$ cat src/rtl/core/rcq_pkg.sv
// rcq_pkg: shared types and constants for the byte ring queue
// operation and status codes, chain command struct
// no dependencies
`timescale 1ns / 1ps

package rcq_pkg;

  localparam int unsigned CountW  = 5;
  localparam int unsigned DataW   = 8;
  localparam int unsigned KindW   = 3;
  localparam int unsigned StatusW = 2;
  localparam int unsigned PosW    = 5;
  localparam int unsigned AddrW   = 3;
  localparam int unsigned BusW    = 32;
  // largest capacity the 5-bit register can ask for
  localparam int unsigned CellMax = 31;

  typedef enum logic [KindW-1:0] {
    KIND_ENQUEUE = 3'd0,
    KIND_DEQUEUE = 3'd1,
    KIND_CLEAR   = 3'd2,
    KIND_INSERT  = 3'd3,
    KIND_REVERSE = 3'd4
  } kind_e;

  typedef enum logic [StatusW-1:0] {
    STATUS_OK      = 2'd0,
    STATUS_FULL    = 2'd1,
    STATUS_EMPTY   = 2'd2,
    STATUS_BAD_POS = 2'd3
  } status_e;

  typedef enum logic [2:0] {
    CMD_HOLD   = 3'd0,
    CMD_PUSH   = 3'd1,
    CMD_POP    = 3'd2,
    CMD_INSERT = 3'd3,
    CMD_ROTATE = 3'd4
  } chain_cmd_e;

  typedef enum logic {
    ST_IDLE    = 1'b0,
    ST_REVERSE = 1'b1
  } state_e;

  // register address of the capacity register (word index)
  localparam logic REG_CAPACITY = 1'b0;

  // broadcast to every cell of the chain
  typedef struct packed {
    chain_cmd_e              cmd;
    logic [CountW-1:0]       mark;
    logic [DataW-1:0]        value;
  } chain_ctl_t;

endpackage

$ cat src/rtl/core/char_ring_queue_with_jump_and_reverse.sv
// char_ring_queue_with_jump_and_reverse: top level of the byte queue
// row of rcq_cell slots held packed oldest first, steered by rcq_ctrl
// depends on rcq_pkg, rcq_cell, rcq_ctrl
`timescale 1ns / 1ps

// Byte queue with enqueue, dequeue, clear, insert at a 1-based position and
// reverse. Bytes sit packed in a row of cells, oldest in cell 0; each cell
// loads from its left or right neighbor, the front cell or the broadcast
// value. Every accepted transfer yields one result transfer, registered in
// the accept cycle. Reverse of more than one held byte issues its result at
// once, then the chain rotates one byte per cycle, front byte to the end of
// a shrinking prefix, while no new transfer is taken. The capacity register
// (address 0) accepts 1..31, 0 reads as 1, values above the built cell
// count are limited to it; a write empties the queue. Cells built: DEPTH,
// at most 31.
module char_ring_queue_with_jump_and_reverse #(
  parameter int unsigned DEPTH = 16
) (
  input  logic                        clk_i,
  input  logic                        rst_ni,
  input  logic                        in_valid_i,
  output logic                        in_ready_o,
  input  logic [rcq_pkg::KindW-1:0]   kind_i,
  input  logic [rcq_pkg::DataW-1:0]   value_i,
  input  logic [rcq_pkg::PosW-1:0]    position_i,
  output logic                        out_valid_o,
  input  logic                        out_ready_i,
  output logic [rcq_pkg::DataW-1:0]   data_o,
  output logic [rcq_pkg::StatusW-1:0] status_o,
  output logic [rcq_pkg::CountW-1:0]  fill_level_o,
  input  logic                        psel,
  input  logic                        penable,
  input  logic                        pwrite,
  input  logic [rcq_pkg::AddrW-1:0]   paddr,
  input  logic [rcq_pkg::BusW-1:0]    pwdata,
  output logic [rcq_pkg::BusW-1:0]    prdata,
  output logic                        pready
);

  localparam int unsigned NumCells = (DEPTH < rcq_pkg::CellMax) ? DEPTH : rcq_pkg::CellMax;

  rcq_pkg::chain_ctl_t        ctl;
  logic [rcq_pkg::DataW-1:0]  cell_byte [NumCells];

  // control and result register
  rcq_ctrl #(
    .NumCells (NumCells)
  ) u_ctrl (
    .clk_i        (clk_i),
    .rst_ni       (rst_ni),
    .in_valid_i   (in_valid_i),
    .in_ready_o   (in_ready_o),
    .kind_i       (kind_i),
    .value_i      (value_i),
    .position_i   (position_i),
    .out_valid_o  (out_valid_o),
    .out_ready_i  (out_ready_i),
    .data_o       (data_o),
    .status_o     (status_o),
    .fill_level_o (fill_level_o),
    .psel         (psel),
    .penable      (penable),
    .pwrite       (pwrite),
    .paddr        (paddr),
    .pwdata       (pwdata),
    .prdata       (prdata),
    .pready       (pready),
    .front_i      (cell_byte[0]),
    .ctl_o        (ctl)
  );

  // chain of slots, each wired to its neighbors
  for (genvar g = 0; g < NumCells; g++) begin : g_cell
    logic [rcq_pkg::DataW-1:0] prev_byte;
    logic [rcq_pkg::DataW-1:0] next_byte;

    if (g == 0) begin : g_first
      assign prev_byte = '0;
    end else begin : g_mid_prev
      assign prev_byte = cell_byte[g-1];
    end

    if (g == NumCells - 1) begin : g_last
      assign next_byte = '0;
    end else begin : g_mid_next
      assign next_byte = cell_byte[g+1];
    end

    rcq_cell #(
      .Index (g)
    ) u_cell (
      .clk_i   (clk_i),
      .ctl_i   (ctl),
      .prev_i  (prev_byte),
      .next_i  (next_byte),
      .front_i (cell_byte[0]),
      .byte_o  (cell_byte[g])
    );
  end

endmodule

$ cat src/rtl/core/rcq_cell.sv
// rcq_cell: one byte slot of the packed queue chain
// takes its neighbors' bytes or the broadcast value on each command
// depends on rcq_pkg
`timescale 1ns / 1ps

module rcq_cell #(
  parameter int unsigned Index = 0
) (
  input  logic                     clk_i,
  input  rcq_pkg::chain_ctl_t      ctl_i,
  input  logic [rcq_pkg::DataW-1:0] prev_i,
  input  logic [rcq_pkg::DataW-1:0] next_i,
  input  logic [rcq_pkg::DataW-1:0] front_i,
  output logic [rcq_pkg::DataW-1:0] byte_o
);

  localparam logic [rcq_pkg::CountW-1:0] Idx = rcq_pkg::CountW'(Index);

  logic [rcq_pkg::DataW-1:0] byte_d, byte_q;

  // local decision from the broadcast command and this slot's place
  always_comb begin
    byte_d = byte_q;
    case (ctl_i.cmd)
      rcq_pkg::CMD_PUSH: begin
        if (Idx == ctl_i.mark) byte_d = ctl_i.value;
      end
      rcq_pkg::CMD_POP: begin
        byte_d = next_i;
      end
      rcq_pkg::CMD_INSERT: begin
        if (Idx == ctl_i.mark) begin
          byte_d = ctl_i.value;
        end else if (Idx > ctl_i.mark) begin
          byte_d = prev_i;
        end
      end
      rcq_pkg::CMD_ROTATE: begin
        if (Idx < ctl_i.mark) begin
          byte_d = next_i;
        end else if (Idx == ctl_i.mark) begin
          byte_d = front_i;
        end
      end
      default: byte_d = byte_q;
    endcase
  end

  always_ff @(posedge clk_i) begin
    byte_q <= byte_d;
  end

  assign byte_o = byte_q;

endmodule

$ cat src/rtl/core/rcq_ctrl.sv
// rcq_ctrl: queue control, fill count, capacity register and result register
// drives the command broadcast to the cell chain
// depends on rcq_pkg
`timescale 1ns / 1ps

module rcq_ctrl #(
  parameter int unsigned NumCells = 16
) (
  input  logic                        clk_i,
  input  logic                        rst_ni,
  input  logic                        in_valid_i,
  output logic                        in_ready_o,
  input  logic [rcq_pkg::KindW-1:0]   kind_i,
  input  logic [rcq_pkg::DataW-1:0]   value_i,
  input  logic [rcq_pkg::PosW-1:0]    position_i,
  output logic                        out_valid_o,
  input  logic                        out_ready_i,
  output logic [rcq_pkg::DataW-1:0]   data_o,
  output logic [rcq_pkg::StatusW-1:0] status_o,
  output logic [rcq_pkg::CountW-1:0]  fill_level_o,
  input  logic                        psel,
  input  logic                        penable,
  input  logic                        pwrite,
  input  logic [rcq_pkg::AddrW-1:0]   paddr,
  input  logic [rcq_pkg::BusW-1:0]    pwdata,
  output logic [rcq_pkg::BusW-1:0]    prdata,
  output logic                        pready,
  input  logic [rcq_pkg::DataW-1:0]   front_i,
  output rcq_pkg::chain_ctl_t         ctl_o
);

  localparam logic [rcq_pkg::CountW-1:0] CapMax   = rcq_pkg::CountW'(NumCells);
  localparam logic [rcq_pkg::CountW-1:0] CapReset =
    (NumCells < 16) ? rcq_pkg::CountW'(NumCells) : rcq_pkg::CountW'(16);
  localparam logic [rcq_pkg::CountW-1:0] One = rcq_pkg::CountW'(1);

  rcq_pkg::state_e state_d, state_q;
  logic [rcq_pkg::CountW-1:0]  count_d, count_q;
  logic [rcq_pkg::CountW-1:0]  cap_d, cap_q;
  logic [rcq_pkg::CountW-1:0]  span_d, span_q;
  logic                        out_valid_d, out_valid_q;
  logic [rcq_pkg::DataW-1:0]   data_d, data_q;
  rcq_pkg::status_e            status_d, status_q;
  logic [rcq_pkg::CountW-1:0]  fill_d, fill_q;

  logic                        accept;
  logic                        cfg_write;
  logic [rcq_pkg::CountW-1:0]  wr_cap;
  logic [rcq_pkg::CountW:0]    pos_ext;
  logic [rcq_pkg::CountW:0]    pos_limit;
  logic                        is_full;
  logic                        is_empty;

  assign in_ready_o = (state_q == rcq_pkg::ST_IDLE) && (!out_valid_q || out_ready_i);
  assign accept     = in_valid_i && in_ready_o;
  assign is_full    = (count_q >= cap_q);
  assign is_empty   = (count_q == '0);
  assign pos_ext    = {1'b0, position_i};
  assign pos_limit  = {1'b0, count_q} + {{rcq_pkg::CountW{1'b0}}, 1'b1};

  // register port
  assign pready    = 1'b1;
  assign cfg_write = psel && penable && pwrite && (paddr[2] == rcq_pkg::REG_CAPACITY);
  always_comb begin
    wr_cap = pwdata[rcq_pkg::CountW-1:0];
    if (wr_cap == '0) begin
      wr_cap = One;
    end else if (wr_cap > CapMax) begin
      wr_cap = CapMax;
    end
  end
  assign prdata = (paddr[2] == rcq_pkg::REG_CAPACITY) ?
                  {{(rcq_pkg::BusW - rcq_pkg::CountW){1'b0}}, cap_q} : '0;

  // next state
  always_comb begin
    state_d = state_q;
    span_d  = span_q;
    unique case (state_q)
      rcq_pkg::ST_IDLE: begin
        if (accept && (rcq_pkg::kind_e'(kind_i) == rcq_pkg::KIND_REVERSE)
            && (count_q > One)) begin
          state_d = rcq_pkg::ST_REVERSE;
          span_d  = count_q - One;
        end
      end
      rcq_pkg::ST_REVERSE: begin
        span_d = span_q - One;
        if (span_q == One) state_d = rcq_pkg::ST_IDLE;
      end
      default: state_d = rcq_pkg::ST_IDLE;
    endcase
  end

  // chain command, count and result
  always_comb begin
    ctl_o.cmd   = rcq_pkg::CMD_HOLD;
    ctl_o.mark  = count_q;
    ctl_o.value = value_i;
    count_d     = count_q;
    cap_d       = cap_q;
    data_d      = data_q;
    status_d    = status_q;
    fill_d      = fill_q;
    out_valid_d = out_valid_q;
    if (out_ready_i) out_valid_d = 1'b0;

    if (state_q == rcq_pkg::ST_REVERSE) begin
      // move the front byte to the end of the shrinking prefix
      ctl_o.cmd  = rcq_pkg::CMD_ROTATE;
      ctl_o.mark = span_q;
    end else if (accept) begin
      out_valid_d = 1'b1;
      data_d      = '0;
      status_d    = rcq_pkg::STATUS_OK;
      case (rcq_pkg::kind_e'(kind_i))
        rcq_pkg::KIND_ENQUEUE: begin
          if (is_full) begin
            status_d = rcq_pkg::STATUS_FULL;
          end else begin
            ctl_o.cmd = rcq_pkg::CMD_PUSH;
            count_d   = count_q + One;
          end
        end
        rcq_pkg::KIND_DEQUEUE: begin
          if (is_empty) begin
            status_d = rcq_pkg::STATUS_EMPTY;
          end else begin
            data_d    = front_i;
            ctl_o.cmd = rcq_pkg::CMD_POP;
            count_d   = count_q - One;
          end
        end
        rcq_pkg::KIND_CLEAR: begin
          if (is_empty) status_d = rcq_pkg::STATUS_EMPTY;
          count_d = '0;
        end
        rcq_pkg::KIND_INSERT: begin
          if ((position_i == '0) || (pos_ext > pos_limit)) begin
            status_d = rcq_pkg::STATUS_BAD_POS;
          end else if (is_full) begin
            status_d = rcq_pkg::STATUS_FULL;
          end else begin
            ctl_o.cmd  = rcq_pkg::CMD_INSERT;
            ctl_o.mark = position_i - One;
            count_d    = count_q + One;
          end
        end
        rcq_pkg::KIND_REVERSE: begin
          if (is_empty) status_d = rcq_pkg::STATUS_EMPTY;
        end
        default: status_d = rcq_pkg::STATUS_OK;
      endcase
      fill_d = count_d;
    end

    // capacity write empties the queue
    if (cfg_write) begin
      cap_d   = wr_cap;
      count_d = '0;
    end
  end

  always_ff @(posedge clk_i or negedge rst_ni) begin
    if (!rst_ni) begin
      state_q     <= rcq_pkg::ST_IDLE;
      count_q     <= '0;
      cap_q       <= CapReset;
      span_q      <= '0;
      out_valid_q <= 1'b0;
    end else begin
      state_q     <= state_d;
      count_q     <= count_d;
      cap_q       <= cap_d;
      span_q      <= span_d;
      out_valid_q <= out_valid_d;
    end
  end

  // result payload
  always_ff @(posedge clk_i) begin
    data_q   <= data_d;
    status_q <= status_d;
    fill_q   <= fill_d;
  end

  assign out_valid_o  = out_valid_q;
  assign data_o       = data_q;
  assign status_o     = status_q;
  assign fill_level_o = fill_q;

endmodule

$ cat config.mk
export PLATFORM = sky130hd
export DESIGN_NAME = char_ring_queue_with_jump_and_reverse
export DESIGN_NICKNAME = d
export VERILOG_FILES = /design/src/rtl/core/rcq_pkg.sv /design/src/rtl/core/char_ring_queue_with_jump_and_reverse.sv /design/src/rtl/core/rcq_cell.sv /design/src/rtl/core/rcq_ctrl.sv
export SDC_FILE = /design/constraint.sdc
export NUM_CORES = 1
export LEC_CHECK = 0
export ABC_AREA = 1
export BUFFER_PORTS_ARGS = -buffer_cell sky130_fd_sc_hd__buf_2
export CAP_MARGIN = 20
export CORE_ASPECT_RATIO = 1.5
export CORE_MARGIN = 8
export CORE_UTILIZATION = 40
export DETAILED_ROUTE_END_ITERATION = 8
export GPL_ROUTABILITY_DRIVEN = 0
export PLACE_DENSITY = 0.58
export SLEW_MARGIN = 20
export SYNTH_ARGS = -nofsm -noshare
export SYNTH_HDL_FRONTEND = slang
export SYNTH_SLANG_ARGS = --single-unit
$ cat constraint.sdc
create_clock -name clk_i -period 4.4 [get_ports clk_i]
set_input_delay 0.88 -clock clk_i [delete_from_list [all_inputs] [get_ports clk_i]]
set_output_delay 0.88 -clock clk_i [all_outputs]
set_load 0.02 [all_outputs]
==> flow_metrics.tcl, run 1 <==
set metrics [dict create \
    crit-reg2reg-capture "g_cell[7].u_cell.byte_o[7]" \
    routed_wirelength_um 45630 \
    yosysUniqueCellTypes 49 \
    die_area_mm2 0.03587 \
    timing_worst_slew_pin_value_ns 0.9229 \
    worst_path_max_delay_cell "sky130_fd_sc_hd__nor2_1" \
    grt_pass1_wl_um 69370 \
    crit_arrival_ns 4.11 \
    slew_headroom_pct 38.47 \
    gr-usage-all-layers_pct 25.65 \
    dr.pass1.iters 5 \
    placedInstanceArea_mm2 0.01274 \
    timing.final.hold_violations 0 \
    ys_seq_elements 160 \
    io_pins 108 \
    yosys.area.top_type_share_pct 35.83 \
    critPathCaptureType "flop" \
    synthesis.yosys.warnings 0 \
    finalCritPeriodShare_pct 91.09 \
    first_iter_violations 1407 \
    synth-seq-area-share_pct 39.39 \
    crit-reg2reg-launch "u_ctrl.count_q[0]" \
    r2r_cells 21 \
    root_buffer "sky130_fd_sc_hd__clkbuf_16" \
    cts.repair_timing.setup_buffer_count 0 \
    timing.max_cap.violations 0 \
    ctsLongestPathBuffers 2 \
    finalSetupViolations 0 \
    rrSetupSlack_ns 0.39 \
    post_drt_wl_per_cell_um 21.51 \
    clock.fmax_ghz 0.2495 \
    antenna_found_initial 1 \
    vias_per_cell 5.648 \
    placementRows 77 \
    synthTopCellsByCount "446 x sky130_fd_sc_hd__nand2_1, 326 x sky130_fd_sc_hd__nand3_1, 184 x sky130_fd_sc_hd__inv_1, 143 x sky130_fd_sc_hd__edfxtp_1, 77 x sky130_fd_sc_hd__nand4_1" \
    synthesis.area_mm2 0.01198 \
    clkSinkCount 160 \
    critPathMostFrequentCell "sky130_fd_sc_hd__nand2_1" \
    numPortBuffers 50 \
    tritoncts "built" \
    post-dp-hpwl_um 32780 \
    cts_hold_repair.buffers 0 \
    synthFlopType "sky130_fd_sc_hd__edfxtp_1" \
    power-per-cell-area_mw_per_mm2 868.9 \
    post_route_cells_drive_above_1_share_pct 13.50 \
    synth-edff-count 143 \
    timing.setup.tns_ns 0 \
    path_max_fanout 14 \
    post_cts_resize_count 0 \
    cts_buffers 17 \
    initial_core_util_pct 40.65 \
    clk_pin_slew_ns 0.07 \
    drv_slew 0 \
    syn_avg_cell_area_um2 7.206 \
    unrepaired_setup_endpoints_after_global_routing "no" \
    crit_type "flop to flop" \
    final.setup_skew_ns 0.01157 \
    worstSetupStartpointType "flop" \
    via_count 11980 \
    design.final.nets 1787 \
    holdCritPathClass "input port to async pin" \
    drc_errors 0 \
    globalRouteOverflowTotal 0 \
    synth_top_cell_by_area "sky130_fd_sc_hd__edfxtp_1" \
    flow.area_growth_from_synthesis_pct 11.26 \
    h-tree-depth 4 \
    maximum_cell_stage_delay_along_the_critical_path_ns 0.53 \
    core_region_area_mm2 0.02948 \
    floorplan.die.width_um 157.3 \
    clk-insertion-delay-late_ns 0.47 \
    timing.critical_path.cells "inv_1 > ha_1 > inv_1 > ha_1 > nand2_1 > nand2_1 > nand2_1 > nand2_1 > nand2_1 > nand2_1 > nand2_2 > nand4_4 > o21ai_1 > nand3_1 > nand2_2 > nand2_4 > nor2_2 > nand2_2 > clkinv_1 > o21ai_0 > nor2_1" \
    status "complete, no violations" \
    holdWs_ns 0.3244 \
    critical-path-top-delay-family "simple AND/OR/NAND/NOR gates" \
    antennaDiodeCount 0 \
    grt_pass1_vias 11790 \
    power_leakage_nw 5.806 \
    critical_path.n_buffers_inverters 3 \
    vdd_drop_max_mv 0.4639 \
    ant_nets 0 \
    die_h_um 228.0 \
    ys_async_sr_fraction_pct 10.63 \
    pin_count_of_the_biggest_net_entering_global_routing 73 \
    synth.top_cells.by_area "sky130_fd_sc_hd__edfxtp_1 36%, sky130_fd_sc_hd__nand2_1 14%, sky130_fd_sc_hd__nand3_1 14%" \
    design_area_final_mm2 0.01333 \
    period_needed_ns 4.008 \
    cell_with_the_most_instances_after_synthesis "sky130_fd_sc_hd__nand2_1" \
    synth_cells 1663 \
    req_time_crit_path_ns 4.50 \
]
## metal layers
layer  wire length, um  up-vias  track usage (%)
li1                  -     5680                -
met1             16640     5538            28.63
met2             21890      611            42.96
met3              3630      149            4.523
met4              3449        2            18.57
met5                12        -                0
## through the flow
| stage | power [mW] | utilization (%) | cells | setup slack [ns] |
|---|---|---|---|---|
| after detailed placement | 9.871 | 43.21 | 2089 | 0.4377 |
| final | 11.58 | 45.23 | 2121 | 0.3923 |
| after CTS | 11.47 | 45.23 | 2121 | 0.4048 |
| after global placement | 9.782 | 43.21 | 2089 | 0.3770 |
| after floorplan | 7.591 | - | 1689 | 0.4030 |
| after global routing | 12.34 | 45.23 | 2121 | 0.09100 |
## cells by family after synthesis
| kind of cell | Yosys count | synth area share [%] |
|---|---|---|
| AO/OA/AOI/OAI | 183 | 8.781 |
| XOR/XNOR | 8 | 0.5847 |
| adder cells (fa/ha/maj) | 16 | 1.670 |
| buffers and inverters | 323 | 11.66 |
| flip-flops | 160 | 39.39 |
| other | 2 | 0.06267 |
| AND/OR/NAND/NOR | 971 | 37.85 |
## power by group
| group | total, mW | switching, mW | internal (mW) |
|---|---|---|---|
| Sequential | 3.47 | 0.615 | 2.85 |
| Clock | 1.58 | 0.725 | 0.852 |
| Combinational | 6.54 | 4.62 | 1.92 |
| Total | 11.6 | 5.96 | 5.63 |
## state kept, by name, summed over array words and instances, names as in the netlist
signal,cells
u_ctrl.count_q,5
u_ctrl.fill_level_o,5
u_ctrl.status_o,2
u_ctrl.data_o,8
u_ctrl.state_q,1
g_cell.u_cell.byte_o,128
u_ctrl.cap_q,5
u_ctrl.out_valid_o,1
u_ctrl.span_q,5
## worst max-delay path by stage
stage / slack (ns) / endpoint / start / cells after the start
floorplan: 0.40 / g_cell[15].u_cell.byte_o[0] / out_ready_i / 13
global placement: 0.38 / g_cell[7].u_cell.byte_o[5] / u_ctrl.count_q[1] / 21
detailed placement: 0.44 / g_cell[7].u_cell.byte_o[3] / position_i[0] / 21
CTS: 0.40 / g_cell[7].u_cell.byte_o[7] / u_ctrl.count_q[1] / 21
global route: 0.09 / g_cell[7].u_cell.byte_o[7] / u_ctrl.count_q[0] / 21
finish: 0.39 / g_cell[7].u_cell.byte_o[7] / u_ctrl.count_q[0] / 21
## final cells by class
class,count,area [um2]
Fill cell,3095,16150
Multi-Input combinational cell,1206,5971
Sequential cell,160,4722
Inverter,211,798.3
Timing Repair Buffer,117,753.2
Tap cell,395,494.2
Clock buffer,17,425.4
Clock inverter,15,168.9
## worst reg2reg max path, cell delays in order (launching register included)
cell and delay, ns:
sky130_fd_sc_hd__dfrtp_1 0.45, sky130_fd_sc_hd__inv_1 0.09, sky130_fd_sc_hd__ha_1 0.42, sky130_fd_sc_hd__inv_1 0.07, sky130_fd_sc_hd__ha_1 0.29, sky130_fd_sc_hd__nand2_1 0.07
sky130_fd_sc_hd__nand2_1 0.04, sky130_fd_sc_hd__nand2_1 0.05, sky130_fd_sc_hd__nand2_1 0.05, sky130_fd_sc_hd__nand2_1 0.06, sky130_fd_sc_hd__nand2_1 0.06, sky130_fd_sc_hd__nand2_2 0.11
sky130_fd_sc_hd__nand4_4 0.15, sky130_fd_sc_hd__o21ai_1 0.17, sky130_fd_sc_hd__nand3_1 0.10, sky130_fd_sc_hd__nand2_2 0.17, sky130_fd_sc_hd__nand2_4 0.16, sky130_fd_sc_hd__nor2_2 0.15
sky130_fd_sc_hd__nand2_2 0.14, sky130_fd_sc_hd__clkinv_1 0.20, sky130_fd_sc_hd__o21ai_0 0.11, sky130_fd_sc_hd__nor2_1 0.53
## cell usage in the layout, fill, tap and decap left out, types with 16 or more instances in the layout
cell type,Yosys,layout
sky130_fd_sc_hd__clkbuf_16,0,17
sky130_fd_sc_hd__edfxtp_1,143,143
sky130_fd_sc_hd__buf_4,37,67
sky130_fd_sc_hd__conb_1,2,28
sky130_fd_sc_hd__buf_2,25,50
sky130_fd_sc_hd__inv_1,184,184
sky130_fd_sc_hd__a21oi_1,31,31
sky130_fd_sc_hd__nand2_2,18,18
sky130_fd_sc_hd__ha_1,16,16
sky130_fd_sc_hd__nand2_1,446,446
sky130_fd_sc_hd__nand3_1,326,326
sky130_fd_sc_hd__o21ai_1,29,29
sky130_fd_sc_hd__o21ai_0,69,69
sky130_fd_sc_hd__o22ai_1,20,20
sky130_fd_sc_hd__nand4_1,77,77
sky130_fd_sc_hd__nor2_1,58,57
(Power assumes the default switching activity.)
==> run 2, diff against run 1 <==
- REMOVE_ABC_BUFFERS: not set -> 1
==> run 2 against run 1 <==
Net effect: sequential power about the same; total power rose by 1.4%; register-to-register slack got worse by 0.05 ns; routed wire length down 0.57%; critical path type unchanged; final cell count is 0.19% higher; critical path depth increased by 2.
==> flow_metrics.tcl, run 2 (synthesized netlist as in run 1, its figures left out) <==
set metrics [dict create \
    timing.max_cap.violations 0 \
    status "complete, no violations" \
    holdWs_ns 0.3808 \
    die_area_mm2 0.03587 \
    wirelength_met1_um 16170 \
    io_pins 108 \
    post_drt_wl_per_cell_um 21.35 \
    cts.repair_timing.setup_buffer_count 0 \
    critical-path-top-delay-family "simple AND/OR/NAND/NOR gates" \
    path_max_fanout 16 \
    initial_core_util_pct 40.65 \
    topRoutingLayerUsed "met4" \
    seq_area_mm2 0.004722 \
    timing.final.hold_violations 0 \
    finalCritPeriodShare_pct 92.26 \
    critical_path.n_buffers_inverters 4 \
    placementRows 77 \
    post-dp-hpwl_um 33320 \
    multi_input_area_mm2 0.005976 \
    slew_headroom_pct 39.93 \
    die_h_um 228.0 \
    dr.pass1.iters 5 \
    antennaDiodeCount 0 \
    post-layout-total-power_mw 11.74 \
    clk_pin_slew_ns 0.07 \
    globalRouteOverflowTotal 0 \
    final.setup_skew_ns 0.009020 \
    flow.area_growth_from_synthesis_pct 12.32 \
    clk-insertion-delay-late_ns 0.45 \
    critPathCaptureType "flop" \
    design.final.nets 1791 \
    timing.final.ws_setup_ns 0.3407 \
    tritoncts "built" \
    post_cts_resize_count 0 \
    unrepaired_setup_endpoints_after_global_routing "no" \
    layout.cells.non_filler 2125 \
    holdCritPathClass "input port to async pin" \
    drc_errors 0 \
    dp_worst_setup_slack_ns 0.2856 \
    finalSetupViolations 0 \
    power-per-cell-area_mw_per_mm2 872.5 \
    via_count 12110 \
    dp_cells 2093 \
    h-tree-depth 4 \
    clock.fmax_ghz 0.2464 \
    power_leakage_nw 5.862 \
    layout.cells.most_common "sky130_fd_sc_hd__nand2_1" \
    antenna_found_initial 0 \
    req_time_crit_path_ns 4.71 \
    vdd_drop_max_mv 0.3651 \
    clkSinkCount 160 \
    first_iter_violations 1257 \
    period_needed_ns 4.059 \
    filler_cell_count 3060 \
    post_route_cells_drive_above_1_share_pct 13.64 \
    core_region_area_mm2 0.02948 \
    timing.critical_path.cells "buf_4 > ha_1 > xnor2_1 > ha_1 > nand2_1 > inv_1 > nand2_1 > nand2_1 > nand2_1 > nand2_1 > nand2_2 > nand3_2 > nor2_4 > nand3_1 > nand3_1 > nand2_2 > buf_4 > nand2_4 > nand2_1 > buf_4 > o21ai_1 > a21oi_1 > nand3_1" \
    crit_arrival_ns 4.37 \
    met3RoutedLength_um 3653 \
    floorplan.die.width_um 157.3 \
    worst_path_max_delay_cell "sky130_fd_sc_hd__o21ai_1" \
    root_buffer "sky130_fd_sc_hd__clkbuf_16" \
    grt_pass1_wl_um 69750 \
    worstSetupStartpointType "flop" \
    largest_register_ffs 128 \
    drv_slew 0 \
    timing_worst_slew_pin_value_ns 0.9000 \
    pin_count_of_the_biggest_net_entering_global_routing 126 \
    crit_type "flop to flop" \
    grt_pass1_vias 11990 \
    post-route-util_pct 45.66 \
    critPathMostFrequentCell "sky130_fd_sc_hd__nand2_1" \
    vias_per_cell 5.701 \
    cts_hold_repair.buffers 0 \
    ant_nets 0 \
    routed_wirelength_um 45370 \
    final_cell_mix "446 x sky130_fd_sc_hd__nand2_1, 326 x sky130_fd_sc_hd__nand3_1, 184 x sky130_fd_sc_hd__inv_1, 143 x sky130_fd_sc_hd__edfxtp_1, 77 x sky130_fd_sc_hd__nand4_1" \
    gr-usage-all-layers_pct 25.53 \
    maximum_cell_stage_delay_along_the_critical_path_ns 0.52 \
    route.met2.wl_um 22090 \
    numPortBuffers 50 \
    ctsLongestPathBuffers 2 \
    cts_buffers 17 \
]
[run 2: cell types whose count changed in the layout (fill, tap and decap cells not counted)]
cell	before	now
sky130_fd_sc_hd__clkinv_2	2	3
sky130_fd_sc_hd__clkbuf_1	0	2
sky130_fd_sc_hd__inv_6	9	4
sky130_fd_sc_hd__buf_12	0	3
sky130_fd_sc_hd__clkinv_4	2	0
sky130_fd_sc_hd__buf_4	67	68
sky130_fd_sc_hd__clkbuf_8	0	1
sky130_fd_sc_hd__nor3_1	7	6
sky130_fd_sc_hd__nor3_2	2	3
sky130_fd_sc_hd__bufinv_16	2	5
[run 2: report_power, final]
part           total [mW]  switching (mW)  internal, mW
sequential           3.50           0.644          2.85
combinational        6.56            4.61          1.96
clock                1.69           0.658          1.03
total                11.7            5.91          5.84
[run 2: area by class of cell]
class	instances	share of cell area [%]
Timing Repair Buffer	121	6.098
Sequential cell	160	35.08
Clock inverter	12	1.506
Tap cell	395	3.672
Inverter	211	5.930
Multi-Input combinational cell	1206	44.39
Clock buffer	20	3.318
[run 2: metal layers]
layer	vias to the layer above	global-route usage (%)
met5	-	0
met4	0	18.87
met3	166	4.807
met2	624	43.01
met1	5636	27.97
li1	5688	-
[run 2: path summary, 6_finish.rpt]
kind                                         from                          end  slack (ns)  cells after the start
max in group asynchronous                  rst_ni               u_ctrl.state_q        3.67                      1
worst min-delay path                       rst_ni            u_ctrl.count_q[0]        0.38                      1
worst max register to register  u_ctrl.count_q[1]  g_cell[11].u_cell.byte_o[6]        0.34                     23
min in group clk_i                u_ctrl.cap_q[4]              u_ctrl.cap_q[4]        0.53                      2
worst min register to register    u_ctrl.cap_q[4]              u_ctrl.cap_q[4]        0.53                      2
worst max-delay path            u_ctrl.count_q[1]  g_cell[11].u_cell.byte_o[6]        0.34                     23
[run 2: per-stage QoR]
stage / area (um2) / TNS, ns
after global routing: 13460 / 0
final: 13460 / 0
after detailed placement: 12810 / 0
after floorplan: 11480 / -257.04
after global placement: 12810 / 0
after CTS: 13460 / 0
[run 2: worst reg2reg max path, stage by stage, from the launching register on]
cell and delay, ns:
sky130_fd_sc_hd__dfrtp_1 0.46, sky130_fd_sc_hd__buf_4 0.19, sky130_fd_sc_hd__ha_1 0.20, sky130_fd_sc_hd__xnor2_1 0.23, sky130_fd_sc_hd__ha_1 0.27, sky130_fd_sc_hd__nand2_1 0.08
sky130_fd_sc_hd__inv_1 0.04, sky130_fd_sc_hd__nand2_1 0.05, sky130_fd_sc_hd__nand2_1 0.05, sky130_fd_sc_hd__nand2_1 0.05, sky130_fd_sc_hd__nand2_1 0.05, sky130_fd_sc_hd__nand2_2 0.13
sky130_fd_sc_hd__nand3_2 0.13, sky130_fd_sc_hd__nor2_4 0.19, sky130_fd_sc_hd__nand3_1 0.09, sky130_fd_sc_hd__nand3_1 0.11, sky130_fd_sc_hd__nand2_2 0.09, sky130_fd_sc_hd__buf_4 0.16
sky130_fd_sc_hd__nand2_4 0.20, sky130_fd_sc_hd__nand2_1 0.17, sky130_fd_sc_hd__buf_4 0.22, sky130_fd_sc_hd__o21ai_1 0.52, sky130_fd_sc_hd__a21oi_1 0.14, sky130_fd_sc_hd__nand3_1 0.10
==> run 3, diff against run 2 <==
- ABC_AREA: 1 -> not set
- ABC_CLOCK_PERIOD_IN_PS: not set -> 4400
- PLACE_DENSITY: 0.58 -> 0.59
==> run 3 against run 2 <==
Net effect: via count down 14%; non-clock buffer count grew 34; die area down 6.2%; combinational power up 1%; clock-buffer cell count rose by 2; synthesized cell count shrank 31%; largest power group unchanged; cell area decreased by 5.1%; flip-flop and latch count unchanged; critical path type unchanged.
==> flow_metrics.tcl, run 3 <==
set metrics [dict create \
    ant_nets 0 \
    holdCritPathClass "input port to async pin" \
    cell_with_the_most_instances_after_synthesis "sky130_fd_sc_hd__edfxtp_1" \
    combinational_cell_fraction_of_total_power_pct 55.8 \
    timing.critical_path.cells "ha_1 > nand3_1 > xor2_1 > ha_1 > nand3_1 > o21bai_1 > a31o_2 > and3_2 > buf_4 > o21a_1 > buf_4 > nor2_2 > o21ai_0 > a32oi_1" \
    crit_arrival_ns 4.24 \
    net_switching_component_of_the_power_mw 5.601 \
    critical-path-top-delay-family "compound AO/OA/AOI/OAI gates" \
    power_leakage_nw 4.843 \
    post_drt_wl_per_cell_um 27.00 \
    critical_path.n_buffers_inverters 2 \
    first_iter_violations 1239 \
    io_pins 108 \
    synthTopCellsByCount "143 x sky130_fd_sc_hd__edfxtp_1, 128 x sky130_fd_sc_hd__nand2_1, 75 x sky130_fd_sc_hd__o21ai_0, 73 x sky130_fd_sc_hd__nor2_1, 66 x sky130_fd_sc_hd__a21oi_1" \
    internal_power_mw 6.272 \
    synthesis.area_mm2 0.01117 \
    synth-seq-area-share_pct 42.27 \
    status "complete, no violations" \
    dp_worst_setup_slack_ns 0.1976 \
    clk-insertion-delay-late_ns 0.47 \
    syn_avg_cell_area_um2 9.744 \
    final.setup_skew_ns 0.01006 \
    synthesis.yosys.warnings 0 \
    grt_pass1_vias 10470 \
    finalCritPeriodShare_pct 94.42 \
    path_max_fanout 9 \
    die_h_um 220.6 \
    h-tree-depth 4 \
    final_cell_mix "143 x sky130_fd_sc_hd__edfxtp_1, 127 x sky130_fd_sc_hd__nand2_1, 102 x sky130_fd_sc_hd__buf_4, 75 x sky130_fd_sc_hd__o21ai_0, 73 x sky130_fd_sc_hd__nor2_1" \
    floorplan.die.width_um 152.4 \
    vias_per_cell 6.552 \
    worstSetupStartpointType "flop" \
    critPathCaptureType "flop" \
    die_area_mm2 0.03363 \
    synthFlopType "sky130_fd_sc_hd__edfxtp_1" \
    maximum_cell_stage_delay_along_the_critical_path_ns 0.79 \
    routed_wirelength_um 42820 \
    drv_slew 0 \
    timing_worst_slew_pin_value_ns 1.027 \
    grt_util_met1_pct 26.97 \
    timing.max_cap.violations 0 \
    period_needed_ns 4.155 \
    gr-usage-met2_pct 44.19 \
    tritoncts "built" \
    grt_pass1_wl_um 64470 \
    initial_core_util_pct 40.34 \
    pin_count_of_the_biggest_net_entering_global_routing 43 \
    design.final.nets 1301 \
    cts.repair_timing.setup_buffer_count 0 \
    placementRows 75 \
    yosys.area.top_type_share_pct 38.45 \
    clock.fmax_ghz 0.2407 \
    synth_cells 1146 \
    post-route-util_pct 46.15 \
    layout.cells.most_common "sky130_fd_sc_hd__edfxtp_1" \
    antennaDiodeCount 0 \
    post-layout-total-power_mw 11.87 \
    yosysUniqueCellTypes 87 \
    req_time_crit_path_ns 4.49 \
    core_region_area_mm2 0.02768 \
    groute.layer.met3.usage_pct 4.378 \
    flow.area_growth_from_synthesis_pct 14.40 \
    crit_type "flop to flop" \
    root_buffer "sky130_fd_sc_hd__clkbuf_16" \
    post_cts_resize_count 0 \
    synth-edff-count 143 \
    numPortBuffers 50 \
    vdd_drop_max_mv 0.4294 \
    global_route.peak_usage_layer "met2" \
    pwr-share-clk_pct 12.6 \
    slew_headroom_pct 31.56 \
    clkSinkCount 160 \
    synth.top_cells.by_area "sky130_fd_sc_hd__edfxtp_1 38%, sky130_fd_sc_hd__mux2i_1 5.8%, sky130_fd_sc_hd__nand2_1 4.3%" \
    gr-usage-all-layers_pct 25.55 \
    dr.pass1.iters 6 \
    placedInstanceArea_mm2 0.01217 \
    ys_async_sr_fraction_pct 10.63 \
    cts_hold_repair.buffers 0 \
    drc_errors 0 \
    synth_top_cell_by_area "sky130_fd_sc_hd__edfxtp_1" \
    globalRouteOverflowTotal 0 \
    clk_pin_slew_ns 0.07 \
    post_route_cells_drive_above_1_share_pct 20.16 \
    switching_share_pct 47.17 \
    cts_buffers 17 \
    via_count 10390 \
    antenna_found_initial 0 \
    seqPwrFrac_pct 31.6 \
    worst_path_max_delay_cell "sky130_fd_sc_hd__a32oi_1" \
    largest_register_ffs 128 \
    post-dp-hpwl_um 31110 \
    design_area_final_mm2 0.01277 \
    ys_seq_elements 160 \
    ctsLongestPathBuffers 2 \
    power-per-cell-area_mw_per_mm2 929.4 \
    finalSetupViolations 0 \
    timing.final.ws_setup_ns 0.2455 \
    timing.final.hold_violations 0 \
]
## run 3: changes by cell type after synthesis, moves of 16 or more
| cell | delta |
|---|---|
| sky130_fd_sc_hd__a21oi_1 | +35 |
| sky130_fd_sc_hd__nand4_1 | -67 |
| sky130_fd_sc_hd__a22oi_1 | +32 |
| sky130_fd_sc_hd__inv_1 | -165 |
| sky130_fd_sc_hd__a221o_1 | +39 |
| sky130_fd_sc_hd__and2_1 | +21 |
| sky130_fd_sc_hd__o211ai_1 | +17 |
| sky130_fd_sc_hd__mux2i_1 | +65 |
| sky130_fd_sc_hd__nand2_1 | -318 |
| sky130_fd_sc_hd__nand3_1 | -306 |
| sky130_fd_sc_hd__clkbuf_1 | +26 |
| sky130_fd_sc_hd__o22ai_1 | -18 |
| sky130_fd_sc_hd__o221ai_1 | +16 |
## run 3: worst paths after layout
check | depth (start not counted) | slack (ns) | end | start
setup / recovery | 14 | 0.25 | g_cell[12].u_cell.byte_o[1] | u_ctrl.count_q[1]
hold / removal | 1 | 0.36 | u_ctrl.cap_q[0] | rst_ni
setup reg to reg | 14 | 0.25 | g_cell[12].u_cell.byte_o[1] | u_ctrl.count_q[1]
hold reg to reg | 2 | 0.55 | u_ctrl.cap_q[0] | u_ctrl.cap_q[0]
max in group asynchronous | 1 | 3.69 | u_ctrl.cap_q[4] | rst_ni
min in group clk_i | 2 | 0.55 | u_ctrl.cap_q[0] | u_ctrl.cap_q[0]
## run 3: logic make-up (layout without fill, tap and decap cells)
kind of cell             after synthesis  after routing  share of synthesized area, %
AND/OR/NAND/NOR                      340            340                         15.34
AO/OA/AOI/OAI                        408            408                         26.97
multiplexers                          71             71                         6.566
adder cells (fa/ha/maj)               16             16                         1.793
other                                  2             28                       0.06725
buffers and inverters                138            206                         6.129
XOR/XNOR                              11             11                        0.8627
flip-flops                           160            160                         42.27
## run 3: layout make-up
cell class	instances	area (um2)
flip-flops and latches	160	4721
clock inverters	10	113.9
repair buffers	155	1076
inverters	19	71.32
clock buffers	22	454.2
multi-input cells	874	5906
well taps	346	432.9
fillers	2610	14910
## run 3: worst register-to-register path: stages (launching register included)
cell                       delay (ns)
sky130_fd_sc_hd__dfrtp_1         0.44
sky130_fd_sc_hd__ha_1            0.28
sky130_fd_sc_hd__nand3_1         0.12
sky130_fd_sc_hd__xor2_1          0.19
sky130_fd_sc_hd__ha_1            0.34
sky130_fd_sc_hd__nand3_1         0.10
sky130_fd_sc_hd__o21bai_1        0.19
sky130_fd_sc_hd__a31o_2          0.30
sky130_fd_sc_hd__and3_2          0.26
sky130_fd_sc_hd__buf_4           0.19
sky130_fd_sc_hd__o21a_1          0.18
sky130_fd_sc_hd__buf_4           0.18
sky130_fd_sc_hd__nor2_2          0.12
sky130_fd_sc_hd__o21ai_0         0.10
sky130_fd_sc_hd__a32oi_1         0.79
## run 3: stage by stage
| step | hold slack (ns) | setup TNS, ns | std cells |
|---|---|---|---|
| final | 0.3639 | 0 | 1586 |
| after global routing | 0.3859 | -0.04294 | 1586 |
| after CTS | 0.3636 | 0 | 1586 |
| after detailed placement | 0.5389 | 0 | 1554 |
| after global placement | 0.5236 | 0 | 1554 |
| after floorplan | 0.4689 | -14.03 | 1053 |
## run 3: layer usage
metal / up-vias / routed length [um]
met3: 193 / 3034
met2: 606 / 20880
met4: 0 / 3883
met1: 5026 / 15020
met5: - / 0
li1: 4566 / -
## run 3: power groups by stage
stage | sequential, mW | clock [mW] | combinational (mW)
after floorplan | 3.46 | 0 | 3.97
after global placement | 3.73 | 0 | 6.38
after detailed placement | 3.74 | 0 | 6.48
after CTS | 3.71 | 1.51 | 6.50
after global routing | 3.80 | 1.56 | 7.14
final | 3.75 | 1.49 | 6.63
